File: config.mk
export PLATFORM = sky130hd
export DESIGN_NAME = sequence_loss_dup_tracker_flat
export DESIGN_NICKNAME = d
export VERILOG_FILES = /design/src/rtl/sldt_pkg.sv /design/src/rtl/sldt_seq_if.sv /design/src/rtl/sldt_result_if.sv /design/src/rtl/sequence_loss_dup_tracker.sv /design/src/rtl/sldt_slot_ram.sv /design/src/rtl/sldt_classifier.sv /design/src/rtl/sldt_tally.sv /design/src/flat_wrapper.sv
export SDC_FILE = /design/constraint.sdc
export NUM_CORES = 2
export LEC_CHECK = 0
export CORE_ASPECT_RATIO = 0.9
export CORE_UTILIZATION = 57
export CTS_CLUSTER_SIZE = 14
export DETAILED_ROUTE_END_ITERATION = 12
export DONT_BUFFER_PORTS = 1
export HOLD_SLACK_MARGIN = 0.02
export PLACE_DENSITY = 0.75
export RECOVER_POWER = 50
export SYNTH_ARGS = -nofsm -noshare
export SYNTH_HDL_FRONTEND = slang
export SYNTH_SLANG_ARGS = --single-unit
File: constraint.sdc
create_clock -name clk -period 9.5 [get_ports clk]
set_input_delay 0.95 -clock clk [delete_from_list [all_inputs] [get_ports clk]]
set_output_delay 0.95 -clock clk [all_outputs]
set_load 0.02 [all_outputs]
File: src/rtl/sldt_pkg.sv
package sldt_pkg;

    // Field widths fixed by the packet format.
    localparam int SEQ_W = 64;
    localparam int CNT_W = 64;
    localparam int LATE_W = 16;
    localparam int OUTCOME_W = 3;

    // Window geometry: one slot per value of the sequence modulo the slot count.
    localparam int SLOT_COUNT = 64;
    localparam int SLOT_IDX_W = $clog2(SLOT_COUNT);

    // Late window after reset.
    localparam logic [LATE_W-1:0] LATE_RESET = LATE_W'(64);

    // Classification codes reported with every result.
    typedef enum logic [OUTCOME_W-1:0] {
        OUT_FIRST     = 3'd0,
        OUT_AHEAD     = 3'd1,
        OUT_DUPLICATE = 3'd2,
        OUT_REORDERED = 3'd3,
        OUT_TOO_LATE  = 3'd4
    } outcome_t;

    // Classification of one item, handed from the classifier to the counters.
    typedef struct packed {
        outcome_t           outcome;
        logic [SEQ_W-1:0]   advance;
        logic [SEQ_W-1:0]   gap_m1;
    } cls_t;

    // Write request into the slot memory.
    typedef struct packed {
        logic                   en;
        logic [SLOT_IDX_W-1:0]  idx;
        logic [SEQ_W-1:0]       data;
    } slot_wr_t;

endpackage

File: src/rtl/sldt_seq_if.sv
interface sldt_seq_if;

    logic                       valid;
    logic                       ready;
    logic [sldt_pkg::SEQ_W-1:0] sequence_number;

    modport source (output valid, output sequence_number, input ready);
    modport sink (input valid, input sequence_number, output ready);

endinterface

File: src/rtl/sldt_result_if.sv
interface sldt_result_if;

    logic                           valid;
    logic                           ready;
    logic [sldt_pkg::OUTCOME_W-1:0] outcome;
    logic [sldt_pkg::SEQ_W-1:0]     advance;
    logic [sldt_pkg::CNT_W-1:0]     received_total;
    logic [sldt_pkg::CNT_W-1:0]     lost_total;
    logic [sldt_pkg::CNT_W-1:0]     late_total;
    logic [sldt_pkg::CNT_W-1:0]     duplicate_total;

    modport source (
        output valid, output outcome, output advance, output received_total,
        output lost_total, output late_total, output duplicate_total, input ready
    );
    modport sink (
        input valid, input outcome, input advance, input received_total,
        input lost_total, input late_total, input duplicate_total, output ready
    );

endinterface

File: src/rtl/sequence_loss_dup_tracker.sv
// Channel       Role     Transaction carries
// seq_chan      sink     sequence_number
// result_chan   source   outcome, advance, received/lost/late/duplicate totals
// cfg_we/wdata  write    late_window
//
// One transaction is accepted per cycle unless a stalled result backs up the pipeline.
// The three stages are the slot memory read, the classification and the counter
// update; a slot written by the item just ahead is bypassed in the classify stage.
// Reset clears the counters, the highest sequence and the slot valid bits at once;
// no clearing pass follows. A stalled result holds the pipeline behind it.
module sequence_loss_dup_tracker (
    input  logic                            clk,
    input  logic                            rst_n,
    sldt_seq_if.sink                        seq_chan,
    sldt_result_if.source                   result_chan,
    input  logic                            cfg_we,
    input  logic [sldt_pkg::LATE_W-1:0]     cfg_wdata
);

    logic                           a_valid_reg;
    logic                           a_valid_next;
    logic                           b_valid_reg;
    logic                           b_valid_next;
    logic                           c_valid_reg;
    logic                           c_valid_next;
    logic [sldt_pkg::LATE_W-1:0]    late_window_reg;

    logic                           in_fire;
    logic                           a_move;
    logic                           b_move;
    logic                           c_fire;
    logic [sldt_pkg::SEQ_W-1:0]     rd_data;
    sldt_pkg::slot_wr_t             slot_wr;
    sldt_pkg::cls_t                 cls;

    // Pipeline advance: read stage, classify stage, result stage.
    always_comb
    begin
        c_fire = c_valid_reg && result_chan.ready;
        b_move = b_valid_reg && (!c_valid_reg || c_fire);
        a_move = a_valid_reg && (!b_valid_reg || b_move);
        seq_chan.ready = !a_valid_reg || a_move;
        in_fire = seq_chan.valid && seq_chan.ready;
        a_valid_next = in_fire || (a_valid_reg && !a_move);
        b_valid_next = a_move || (b_valid_reg && !b_move);
        c_valid_next = b_move || (c_valid_reg && !c_fire);
    end

    always_ff @(posedge clk or negedge rst_n)
    begin
        if (!rst_n)
        begin
            a_valid_reg <= 1'b0;
            b_valid_reg <= 1'b0;
            c_valid_reg <= 1'b0;
        end
        else
        begin
            a_valid_reg <= a_valid_next;
            b_valid_reg <= b_valid_next;
            c_valid_reg <= c_valid_next;
        end
    end

    // Late window register.
    always_ff @(posedge clk or negedge rst_n)
    begin
        if (!rst_n)
        begin
            late_window_reg <= sldt_pkg::LATE_RESET;
        end
        else if (cfg_we)
        begin
            late_window_reg <= cfg_wdata;
        end
    end

    sldt_slot_ram u_slot_ram (
        .clk     (clk),
        .rd_en   (in_fire),
        .rd_idx  (seq_chan.sequence_number[sldt_pkg::SLOT_IDX_W-1:0]),
        .wr      (slot_wr),
        .rd_data (rd_data)
    );

    sldt_classifier u_classifier (
        .clk         (clk),
        .rst_n       (rst_n),
        .load        (in_fire),
        .seq_in      (seq_chan.sequence_number),
        .commit      (a_move),
        .rd_data     (rd_data),
        .late_window (late_window_reg),
        .slot_wr     (slot_wr),
        .cls         (cls)
    );

    sldt_tally u_tally (
        .clk             (clk),
        .rst_n           (rst_n),
        .load            (b_move),
        .cls             (cls),
        .outcome         (result_chan.outcome),
        .advance         (result_chan.advance),
        .received_total  (result_chan.received_total),
        .lost_total      (result_chan.lost_total),
        .late_total      (result_chan.late_total),
        .duplicate_total (result_chan.duplicate_total)
    );

    assign result_chan.valid = c_valid_reg;

    // Each result loaded counts exactly one more received transaction.
    assert property (@(posedge clk) disable iff (!rst_n)
        b_move |=> result_chan.received_total == $past(result_chan.received_total) + 64'd1)
        else $error("received total did not advance by one");

    // The first-ever classification can only be the very first transaction.
    assert property (@(posedge clk) disable iff (!rst_n)
        (result_chan.valid && result_chan.outcome == sldt_pkg::OUT_FIRST)
            |-> result_chan.received_total == 64'd1)
        else $error("first outcome reported after other transactions");

    // Advance is nonzero only for an item ahead of the highest sequence.
    assert property (@(posedge clk) disable iff (!rst_n)
        (result_chan.valid && result_chan.outcome != sldt_pkg::OUT_AHEAD)
            |-> result_chan.advance == 64'd0)
        else $error("advance reported for an item that is not ahead");

endmodule

File: src/rtl/sldt_slot_ram.sv
module sldt_slot_ram (
    input  logic                                clk,
    input  logic                                rd_en,
    input  logic [sldt_pkg::SLOT_IDX_W-1:0]     rd_idx,
    input  sldt_pkg::slot_wr_t                  wr,
    output logic [sldt_pkg::SEQ_W-1:0]          rd_data
);

    logic [sldt_pkg::SEQ_W-1:0] mem [sldt_pkg::SLOT_COUNT];
    logic [sldt_pkg::SEQ_W-1:0] rd_data_reg;

    // Synchronous write port.
    always_ff @(posedge clk)
    begin
        if (wr.en)
        begin
            mem[wr.idx] <= wr.data;
        end
    end

    // Synchronous read port; a read in the same cycle as a write sees the old entry.
    always_ff @(posedge clk)
    begin
        if (rd_en)
        begin
            rd_data_reg <= mem[rd_idx];
        end
    end

    assign rd_data = rd_data_reg;

endmodule

File: src/rtl/sldt_classifier.sv
module sldt_classifier (
    input  logic                                clk,
    input  logic                                rst_n,
    input  logic                                load,
    input  logic [sldt_pkg::SEQ_W-1:0]          seq_in,
    input  logic                                commit,
    input  logic [sldt_pkg::SEQ_W-1:0]          rd_data,
    input  logic [sldt_pkg::LATE_W-1:0]         late_window,
    output sldt_pkg::slot_wr_t                  slot_wr,
    output sldt_pkg::cls_t                      cls
);

    localparam int IDX_W = sldt_pkg::SLOT_IDX_W;
    localparam int SEQ_W = sldt_pkg::SEQ_W;

    logic [SEQ_W-1:0]       seq_reg;
    logic                   started_reg;
    logic [SEQ_W-1:0]       highest_reg;
    logic [SEQ_W-1:0]       highest_next;
    logic [sldt_pkg::SLOT_COUNT-1:0] slot_valid_reg;
    logic                   fwd_hit_reg;
    logic [IDX_W-1:0]       fwd_idx_reg;
    logic [SEQ_W-1:0]       fwd_seq_reg;
    sldt_pkg::cls_t         cls_reg;
    sldt_pkg::cls_t         cls_next;

    logic [IDX_W-1:0]       idx;
    logic [SEQ_W-1:0]       slot_seq;
    logic                   slot_match;
    logic                   ahead;
    logic                   too_late;
    logic [SEQ_W:0]         late_sum;
    logic                   write_slot;

    // Sequence number of the item whose slot read is in flight.
    always_ff @(posedge clk)
    begin
        if (load)
        begin
            seq_reg <= seq_in;
        end
    end

    // Slot entry, bypassing the memory when the previous commit wrote this slot.
    always_comb
    begin
        idx = seq_reg[IDX_W-1:0];
        if (fwd_hit_reg && (fwd_idx_reg == idx))
        begin
            slot_seq = fwd_seq_reg;
        end
        else
        begin
            slot_seq = rd_data;
        end
        slot_match = slot_valid_reg[idx] && (slot_seq == seq_reg);
    end

    // Compare against the highest sequence and the late window.
    always_comb
    begin
        ahead = seq_reg > highest_reg;
        late_sum = {1'b0, seq_reg} + {{(SEQ_W + 1 - sldt_pkg::LATE_W){1'b0}}, late_window};
        too_late = late_sum < {1'b0, highest_reg};
    end

    // Classify the item and decide on the slot write.
    always_comb
    begin
        cls_next.advance = '0;
        cls_next.gap_m1 = seq_reg + ~highest_reg;
        highest_next = highest_reg;
        if (!started_reg)
        begin
            cls_next.outcome = sldt_pkg::OUT_FIRST;
            highest_next = seq_reg;
        end
        else if (ahead)
        begin
            cls_next.outcome = sldt_pkg::OUT_AHEAD;
            cls_next.advance = seq_reg - highest_reg;
            highest_next = seq_reg;
        end
        else if (too_late)
        begin
            cls_next.outcome = sldt_pkg::OUT_TOO_LATE;
        end
        else if (slot_match)
        begin
            cls_next.outcome = sldt_pkg::OUT_DUPLICATE;
        end
        else
        begin
            cls_next.outcome = sldt_pkg::OUT_REORDERED;
        end
        write_slot = cls_next.outcome inside {sldt_pkg::OUT_FIRST, sldt_pkg::OUT_AHEAD,
                                              sldt_pkg::OUT_REORDERED};
    end

    assign slot_wr.en = commit && write_slot;
    assign slot_wr.idx = idx;
    assign slot_wr.data = seq_reg;

    // Tracking state and bypass record, updated when the item commits.
    always_ff @(posedge clk or negedge rst_n)
    begin
        if (!rst_n)
        begin
            started_reg <= 1'b0;
            highest_reg <= '0;
            slot_valid_reg <= '0;
            fwd_hit_reg <= 1'b0;
        end
        else if (commit)
        begin
            started_reg <= 1'b1;
            highest_reg <= highest_next;
            fwd_hit_reg <= write_slot;
            if (write_slot)
            begin
                slot_valid_reg[idx] <= 1'b1;
            end
        end
    end

    // Bypass payload and the classification handed downstream.
    always_ff @(posedge clk)
    begin
        if (commit)
        begin
            fwd_idx_reg <= idx;
            fwd_seq_reg <= seq_reg;
            cls_reg <= cls_next;
        end
    end

    assign cls = cls_reg;

endmodule

File: src/rtl/sldt_tally.sv
module sldt_tally (
    input  logic                            clk,
    input  logic                            rst_n,
    input  logic                            load,
    input  sldt_pkg::cls_t                  cls,
    output logic [sldt_pkg::OUTCOME_W-1:0]  outcome,
    output logic [sldt_pkg::SEQ_W-1:0]      advance,
    output logic [sldt_pkg::CNT_W-1:0]      received_total,
    output logic [sldt_pkg::CNT_W-1:0]      lost_total,
    output logic [sldt_pkg::CNT_W-1:0]      late_total,
    output logic [sldt_pkg::CNT_W-1:0]      duplicate_total
);

    localparam int CNT_W = sldt_pkg::CNT_W;

    logic [CNT_W-1:0]   received_reg;
    logic [CNT_W-1:0]   lost_reg;
    logic [CNT_W-1:0]   late_reg;
    logic [CNT_W-1:0]   duplicate_reg;
    logic [CNT_W-1:0]   received_next;
    logic [CNT_W-1:0]   lost_next;
    logic [CNT_W-1:0]   late_next;
    logic [CNT_W-1:0]   duplicate_next;
    sldt_pkg::outcome_t outcome_reg;
    logic [sldt_pkg::SEQ_W-1:0] advance_reg;

    // Counter updates for one classified item; all wrap.
    always_comb
    begin
        received_next = received_reg + CNT_W'(1);
        lost_next = lost_reg;
        late_next = late_reg;
        duplicate_next = duplicate_reg;
        case (cls.outcome)
            sldt_pkg::OUT_AHEAD:     lost_next = lost_reg + cls.gap_m1;
            sldt_pkg::OUT_TOO_LATE:  late_next = late_reg + CNT_W'(1);
            sldt_pkg::OUT_REORDERED: late_next = late_reg + CNT_W'(1);
            sldt_pkg::OUT_DUPLICATE: duplicate_next = duplicate_reg + CNT_W'(1);
            default:                 lost_next = lost_reg;
        endcase
    end

    // Counters double as the result register for the totals.
    always_ff @(posedge clk or negedge rst_n)
    begin
        if (!rst_n)
        begin
            received_reg <= '0;
            lost_reg <= '0;
            late_reg <= '0;
            duplicate_reg <= '0;
        end
        else if (load)
        begin
            received_reg <= received_next;
            lost_reg <= lost_next;
            late_reg <= late_next;
            duplicate_reg <= duplicate_next;
        end
    end

    // Per-item result fields.
    always_ff @(posedge clk)
    begin
        if (load)
        begin
            outcome_reg <= cls.outcome;
            advance_reg <= cls.advance;
        end
    end

    assign outcome = outcome_reg;
    assign advance = advance_reg;
    assign received_total = received_reg;
    assign lost_total = lost_reg;
    assign late_total = late_reg;
    assign duplicate_total = duplicate_reg;

endmodule

File: src/flat_wrapper.sv
// flat-port wrapper written by rule: the top's interface ports become plain ports
module sequence_loss_dup_tracker_flat 
  (clk, rst_n, cfg_we, cfg_wdata, seq_chan_valid, seq_chan_sequence_number, seq_chan_ready, result_chan_valid, result_chan_outcome, result_chan_advance, result_chan_received_total, result_chan_lost_total, result_chan_late_total, result_chan_duplicate_total, result_chan_ready);
  sldt_seq_if seq_chan_i ();
  sldt_result_if result_chan_i ();
  input  logic clk;
  input  logic rst_n;
  input  logic cfg_we;
  input  logic [sldt_pkg::LATE_W-1:0] cfg_wdata;
  input wire logic [$bits(seq_chan_i.valid)-1:0] seq_chan_valid;
  input wire logic [$bits(seq_chan_i.sequence_number)-1:0] seq_chan_sequence_number;
  output wire logic [$bits(seq_chan_i.ready)-1:0] seq_chan_ready;
  output wire logic [$bits(result_chan_i.valid)-1:0] result_chan_valid;
  output wire logic [$bits(result_chan_i.outcome)-1:0] result_chan_outcome;
  output wire logic [$bits(result_chan_i.advance)-1:0] result_chan_advance;
  output wire logic [$bits(result_chan_i.received_total)-1:0] result_chan_received_total;
  output wire logic [$bits(result_chan_i.lost_total)-1:0] result_chan_lost_total;
  output wire logic [$bits(result_chan_i.late_total)-1:0] result_chan_late_total;
  output wire logic [$bits(result_chan_i.duplicate_total)-1:0] result_chan_duplicate_total;
  input wire logic [$bits(result_chan_i.ready)-1:0] result_chan_ready;
  assign seq_chan_i.valid = seq_chan_valid;
  assign seq_chan_i.sequence_number = seq_chan_sequence_number;
  assign seq_chan_ready = seq_chan_i.ready;
  assign result_chan_valid = result_chan_i.valid;
  assign result_chan_outcome = result_chan_i.outcome;
  assign result_chan_advance = result_chan_i.advance;
  assign result_chan_received_total = result_chan_i.received_total;
  assign result_chan_lost_total = result_chan_i.lost_total;
  assign result_chan_late_total = result_chan_i.late_total;
  assign result_chan_duplicate_total = result_chan_i.duplicate_total;
  assign result_chan_i.ready = result_chan_ready;
  sequence_loss_dup_tracker u_core (.clk(clk), .rst_n(rst_n), .seq_chan(seq_chan_i), .result_chan(result_chan_i), .cfg_we(cfg_we), .cfg_wdata(cfg_wdata));
endmodule
# [Word-level counts from Yosys, hierarchy flattened]
# Memories as Yosys holds them, arrays and structs flattened. A register that Yosys moved wholly into a read port is not among the register bits.
# Index checks and enable logic that the tools add are counted.
[totals] memories=1 input_bits=85 regBits=737 wordCells=88 mem_bits_rw=4096 out_inout_bits=325
[classes] eq_ne=9 reduce_logical=32 order_cmp=4 add_sub_neg=7 mux=13 bitwise_logic=2
[mem_list] name="u_core.u_slot_ram.mem" depth=64 word_bits=64 read_ports=1 rd_clocked_by_memory_dff=1 write_ports=1 line_no="sldt_slot_ram.sv:9" text="logic [sldt_pkg::SEQ_W-1:0] mem [sldt_pkg::SLOT_COUNT];"
[ops] cell="adder 64 x 1 -> 64 bit, second input constant" n=3
[ops] cell="two-way mux 64 bit" n=3
[ops] cell="adder 64 bit" n=2
[ops] cell="adder 64 x 16 -> 65 bit" n=1
[ops] cell="< comparator 65 x 64 -> 1 bit" n=1
[ops] cell="== test 64 bit" n=1
[ops] cell="greater-than comparator 64 bit" n=1
[ops] cell="inverter 64 bit" n=1
[ops] cell="bitwise OR 64 bit" n=1
[ops] cell="subtractor 64 bit" n=1
[ops] cell="AND reduction 2 bit" n=6
[ops] cell="logical AND 1 bit" n=11
[ops] cell="== test 3 x 2 -> 1 bit, second input constant" n=3
[ops] cell="two-way mux 3 bit" n=3
[ops] cell="< comparator 6 x 7 -> 1 bit, second input constant" n=1
[ops] cell="binary-select mux 1 bit (select 6 bit)" n=1
[ops] cell="demux 1 bit (select 6 bit)" n=1
[ops] cell="== test 3 x 1 -> 1 bit, second input constant" n=2
[ops] cell="== test 6 bit" n=1
[ops] cell="greater-or-equal comparator 6 x 1 -> 1 bit, second input constant" n=1
[ops] cell="logical NOT 1 bit" n=6
[ops] cell="logical OR 1 bit" n=6
[ops] cell="two-way mux 1 bit" n=5
[ops] cell="== test 3 bit, second input constant" n=1
[ops] cell="other kinds (4)" n=4

# [Logic depth before layout (Yosys ltp)]
[depth] depth_word=14 mapped_depth=26 mapped_depth_nobuf=23

# [Hierarchy]
# A second synthesis with hierarchy kept.
[unflattened] cells_unflattened=10840 area_unflattened_um2=199640.2
[modules_own_cells] module="sldt_slot_ram" n_inst=1 cells_per_inst=6598 seq_area_each_um2=124919.8 area_per_inst_um2=156989.3
[modules_own_cells] module="sldt_classifier" n_inst=1 cells_per_inst=2597 seq_area_each_um2=11030.6 area_per_inst_um2=25349.3
[modules_own_cells] module="sldt_tally" n_inst=1 cells_per_inst=1599 seq_area_each_um2=8418.1 area_per_inst_um2=16515.8
[modules_own_cells] module="sequence_loss_dup_tracker" n_inst=1 cells_per_inst=46 seq_area_each_um2=476.7 area_per_inst_um2=785.8

# [Worst setup path after synthesis]
# OpenSTA, ideal clock, no wires.
[synth_path] path_type="register to register" start="register u_core.u_classifier.seq_reg[1]" end="memory u_core.u_slot_ram.mem[40][0] (netlist bit), enable pin" synth_period_minus_slack_ps=10110 path_buffers=1 stages_incl_launch_ff=22 setup_time_ps=565 t_arrival_ps=9546 path_slack_ps=-610 required_time_ps=8935 cell_sequence="edfxtp_1 -> ha_1 -> a21o_1 -> a21oi_1 -> o21bai_1 -> a21o_1 -> a21oi_1 -> o21a_1 -> o31a_1 -> nor2_1 -> clkbuf_1 -> nand3_1 -> xnor2_1 -> ha_1 -> nand4_1 -> nor4_1 -> or3b_2 -> o21ai_0 -> a211oi_1 -> a21oi_1 -> nor3_1 -> nor3_1"
[synth_between] elab_chain_len=14 word_cells_on_any_way=21 cone_classes="add/sub: 1; order compare: 2; eq/ne: 4; mux: 9; reduce/logical: 5"
[synth_rtl] element="start, declared" line_no="sldt_classifier.sv:16" text="logic [SEQ_W-1:0] seq_reg;"
[synth_rtl] element="start signal, assigned" line_no="sldt_classifier.sv:40" text="seq_reg <= seq_in;"
[synth_rtl] element="parallel branches: the longest is 14 deep, another holds adder 64 x 16 -> 65 bit"
[synth_rtl] element="end, declared" line_no="sldt_slot_ram.sv:9"
# Several ways; the timed one is not identified. The select of a mux whose other input is x is not followed.

# [Worst setup path after layout]
[layout_path] start="register u_core.u_classifier.seq_reg[52]" end="memory u_core.u_slot_ram.mem[37][29] (netlist bit), enable pin"
[layout_between] elab_chain_len=11 word_cells_on_any_way=16 cone_classes="add/sub: 1; order compare: 2; eq/ne: 3; mux: 6; reduce/logical: 4"
[layout_rtl] element="parallel branches: the longest is 4 deep, another holds adder 64 x 16 -> 65 bit"
[layout_rtl] element="two-way mux 3 bit *" line_no="sldt_classifier.sv:78" text="else if (ahead)"
[layout_rtl] element="two-way mux 3 bit *" line_no="sldt_classifier.sv:73" text="if (!started_reg)"
[layout_rtl] element="== test 3 x 1 -> 1 bit, or another cell as far along" line_no="sldt_classifier.sv:96" text="write_slot = cls_next.outcome inside {sldt_pkg::OUT_FIRST, sldt_pkg::OUT_AHEAD,"
[layout_rtl] element="nonzero test 3 bit *" line_no="sldt_classifier.sv:96"
[layout_rtl] element="logical AND 1 bit *" line_no="sldt_classifier.sv:100" text="assign slot_wr.en = commit && write_slot;"
[layout_rtl] element="two-way mux 1 bit *" line_no="sldt_slot_ram.sv:15" text="if (wr.en)"
[layout_rtl] element="two-way mux 1 bit (not written as such) *" line_no="sldt_slot_ram.sv:17" text="mem[wr.idx] <= wr.data;"
# Mark *: on every way between the ends.

==> metrics.md <==
| Metric | Value |
|---|---|
| Fin crit period | `around 9100 ps` |
| Top_reg_cell synth | `edfxtp_1` |
| Ys Warns | `0` |
| Clk slew on worst S/H paths | `approximately 70 ps` |
| Logic pwr share | `between 10% and 20%` |
| Final net count | `between 10,000 and 15,000` |
| Critical Path RT | `just over 10,000 ps` |
| Synth Area per Inst | `approximately 20 µm²` |
| Starting DRT DRC Count | `17,600` |
| Max FO, Critical Path | `56` |
| Worst EP arrival | `~9700 ps` |
| DP Worst Slack | `around 1000 ps` |
| Grt met3 use | `10.7%` |
| FMAX | `110 MHz` |
| Vias per Instance | `7.08` |
| ANT nets after route | `0` |
| PD cells | `about 250 nW/µm²` |
| Most Crowded Layer GR | `met2` |
| Die Height | `~560 µm` |
| Seq pwr share | `47.8%` |
| Seq/Total Area, Yosys | `approximately three quarters` |
| Startpoint types | `flip-flop` |
| Share of post-route cells with drive strength above 1 | `approximately 22%` |
| Final WS setup | `roughly 380 ps` |
| R2r startpoint | `u_core.u_classifier.seq_reg[52]` |
| Slew @ Worst Pin | `around 6300 ps` |
| Post-synth EDFFs | `~4,500` |
| H-tree depth | `5` |
| Drt wl/cell | `40.9 µm` |
| Fin. Hold Viols | `405` |
| First-pass DRT Iterations | `8` |
| Post-Synth XOR/XNOR Area | `~2.1%` |
| NetSw | `15,900 µW` |
| Critical Path End Type | `flip-flop` |
| Pint | `between 30,000 and 40,000 µW` |
| Syn Inst Count | `approximately 9,900` |
| HPWL after DPL | `slightly below 400,000 µm` |
| Count leader, synth | `edfxtp_1` |
| Adder-Cell Fraction of Synth Area | `around 1.4%` |
| Post-Layout Cell Count | `15,200` |
| Total CTS buffers | `459` |
| Worst VDD drop | `between 0.2 and 0.25 mV` |
| CTS max path bufs | `4` |
| Switching share of power | `~30%` |
| Root Driver | `clkbuf_16` |
| Area of the core | `around 350,000 µm²` |
| Via count | `about 110k` |
| Clock share of power | `roughly a third` |
| Total gr overflow | `0` |
| CTS tree | `done` |
| Max cap viols | `96` |
| Row cnt | `~210` |
| Chip width | `623 µm` |
| Sink Count | `a little under 5,000` |
| Met1 Resource Use GR | `46.5%` |
| Pleak | `0.0719 µW` |
| Residual DRC | `0` |
| Hold slack | `-322 ps` |
| Simple-Gate Fraction of Synth Area | `between 3 and 4%` |
| Die area | `350,000 µm²` |
| Grt met2 use | `54.6%` |
| Failing checks | `negative hold slack, max-capacitance violations, max-slew violations` |
| Top post-synthesis cells by count | `4,486 x edfxtp_1, 1,355 x mux4_2, 416 x nand2_1, 404 x dfrtp_1, 358 x clkbuf_1` |
| Area growth, synth to finish | `11.0%` |
| Top Ports | `410` |
| Synthesized flop and latch total | `4,891` |
| Max FFs per register | `slightly above 4,000` |
| Clock latency on the worst-skew pair | `between 1000 and 1500 ps` |
| First-pass GRT wire length | `roughly 850,000 µm` |
| Post-CTS Hold Fix Bufs | `around 40` |
| GRT Util Overall | `between 30% and 40%` |
| Worst rel slew slack | `-319%` |
| Initial antenna violation count | `about 110` |
| Final setup vio count | `0` |
| Kind of critical path | `reg -> reg` |
| Outcome | `complete, but fails checks` |
| Crit path from | `u_core.u_classifier.seq_reg[52]` |
| Placed cells | `between 10,000 and 15,000` |
| Fin Clk Skew | `roughly 90 ps` |
| Syn nets | `a little over 10,000` |
| Async S/R FF share, synth | `8.28%` |
| Area of the multi-input gates | `between 50,000 and 60,000 µm²` |
| Hold crit path type | `in -> async` |
| Fill count | `between 20,000 and 25,000` |
| RSZ-0062 raised after global routing | `no` |
| DRT Wirelength | `about 620,000 µm` |
| Yosys cell types | `87` |
| Fin crit share | `a little over nine tenths` |
| Gpl congestion | `0.980` |
| Setup TNS | `0 ps` |
| Vias in the first global route | `about 100k` |
| Cell area after synthesis | `around 200,000 µm²` |
| Largest family of logic cells by synthesized area | `multiplexers` |
| Mux cell area share after synthesis | `16.0%` |
| Initial Utilization | `around 57%` |
| IO buf count | `0` |
| Compound-cell area share of the yosys netlist | `between 2 and 3%` |
| Yosys top cell area share | `68.0%` |
| Register area | `approximately 140,000 µm²` |
| Cell depth of the worst flop-to-flop path | `15` |
| Pins Over Slew Limit | `roughly 4,500` |
| Synth area leaders | `edfxtp_1 68%, mux4_2 15%, dfrtp_1 5.1%, xnor2_1 1.5%, ha_1 1.3%` |
| Final core occ | `63.5%` |
| Largest net degree at the start of global routing | `around 1,000` |
| Synth area leader | `edfxtp_1` |
[cell usage in the layout (no fill, tap or decap), types with 180 or more instances in the layout]
| cell | Yosys | layout |
|---|---|---|
| clkbuf_16 | 0 | 468 |
| ha_1 | 210 | 210 |
| clkbuf_1 | 358 | 214 |
| edfxtp_1 | 4486 | 4486 |
| inv_1 | 181 | 180 |
| o21ai_0 | 201 | 201 |
| dfrtp_1 | 404 | 404 |
| mux4_2 | 1355 | 1355 |
| nand2_1 | 416 | 415 |
| a21oi_1 | 261 | 261 |
| nor2_1 | 315 | 260 |
| xnor2_1 | 336 | 335 |
[timing repair]
action                                 in CTS  in global routing
setup buffers                               0                  0
gates resized for setup                     0                  0
endpoints found under the hold margin     446                405
setup endpoints to repair                   0                  0
[metrics by stage]
| step | power (µW) | cell area (µm²) |
|---|---|---|
| after global placement | 35700 | 205000 |
| after detailed placement | 35800 | 205000 |
| final | 54200 | 220000 |
| after floorplan | 31900 | 198000 |
| after global routing | 55500 | 220000 |
| after CTS | 53900 | 220000 |
[metal layers]
metal	vias to the layer above	share of wire, %
met5	-	0.043
met4	40	5.9
met3	1494	14
met2	8895	46
met1	56200	34
li1	41300	-
[cells by family (layout without fill, tap and decap cells)]
logic type | after synthesis | after routing
flip-flops | 4891 | 4891
multiplexers | 1459 | 1459
buffers and inverters | 660 | 1327
AO/OA/AOI/OAI | 920 | 920
AND/OR/NAND/NOR | 1316 | 1316
adder cells (fa/ha/maj) | 214 | 214
XOR/XNOR | 486 | 486
other | 0 | 72
[cell type report]
cell class	instances	share of cell area [%]
sequential	4891	65.9
clock inverter	260	1.13
tap	4554	2.59
antenna	72	0.0820
clock buffer	586	5.61
timing repair buffer	298	1.07
multi-input combinational	4395	23.3
inverter	183	0.316
[final timing paths]
path                                                   end  slack [ps]
hold reg to reg                 u_core.u_tally.advance[63]         410
max in group asynchronous    u_core.u_tally.late_total[50]        9150
hold / removal                u_core.u_tally.lost_total[2]        -320
setup reg to reg             u_core.u_slot_ram.mem[37][29]         380
setup / recovery             u_core.u_slot_ram.mem[37][29]         380
min in group clk           u_core.u_classifier.seq_reg[18]          70
[critical path: stages, from the launching register on]
cell	delay, ps
edfxtp_1	400
clkbuf_1	1560
clkbuf_1	2460
o221ai_1	460
nor4_1	550
nand4_1	150
a222oi_1	300
and4_1	300
and4_1	340
a21oi_1	100
buf_4	190
o31ai_4	290
buf_12	350
buf_12	310
nor2_4	190
buf_4	410
[power groups by stage]
stage                     Combinational, µW  Clock (µW)  Sequential (µW)
after floorplan                        5870           0            26000
after global placement                 9480           0            26200
after detailed placement               9520           0            26300
after CTS                              9620       18400            25800
after global routing                  10400       19100            26000
final                                  9930       18400            25900
Note: power is estimated with default switching activity, not from simulation.
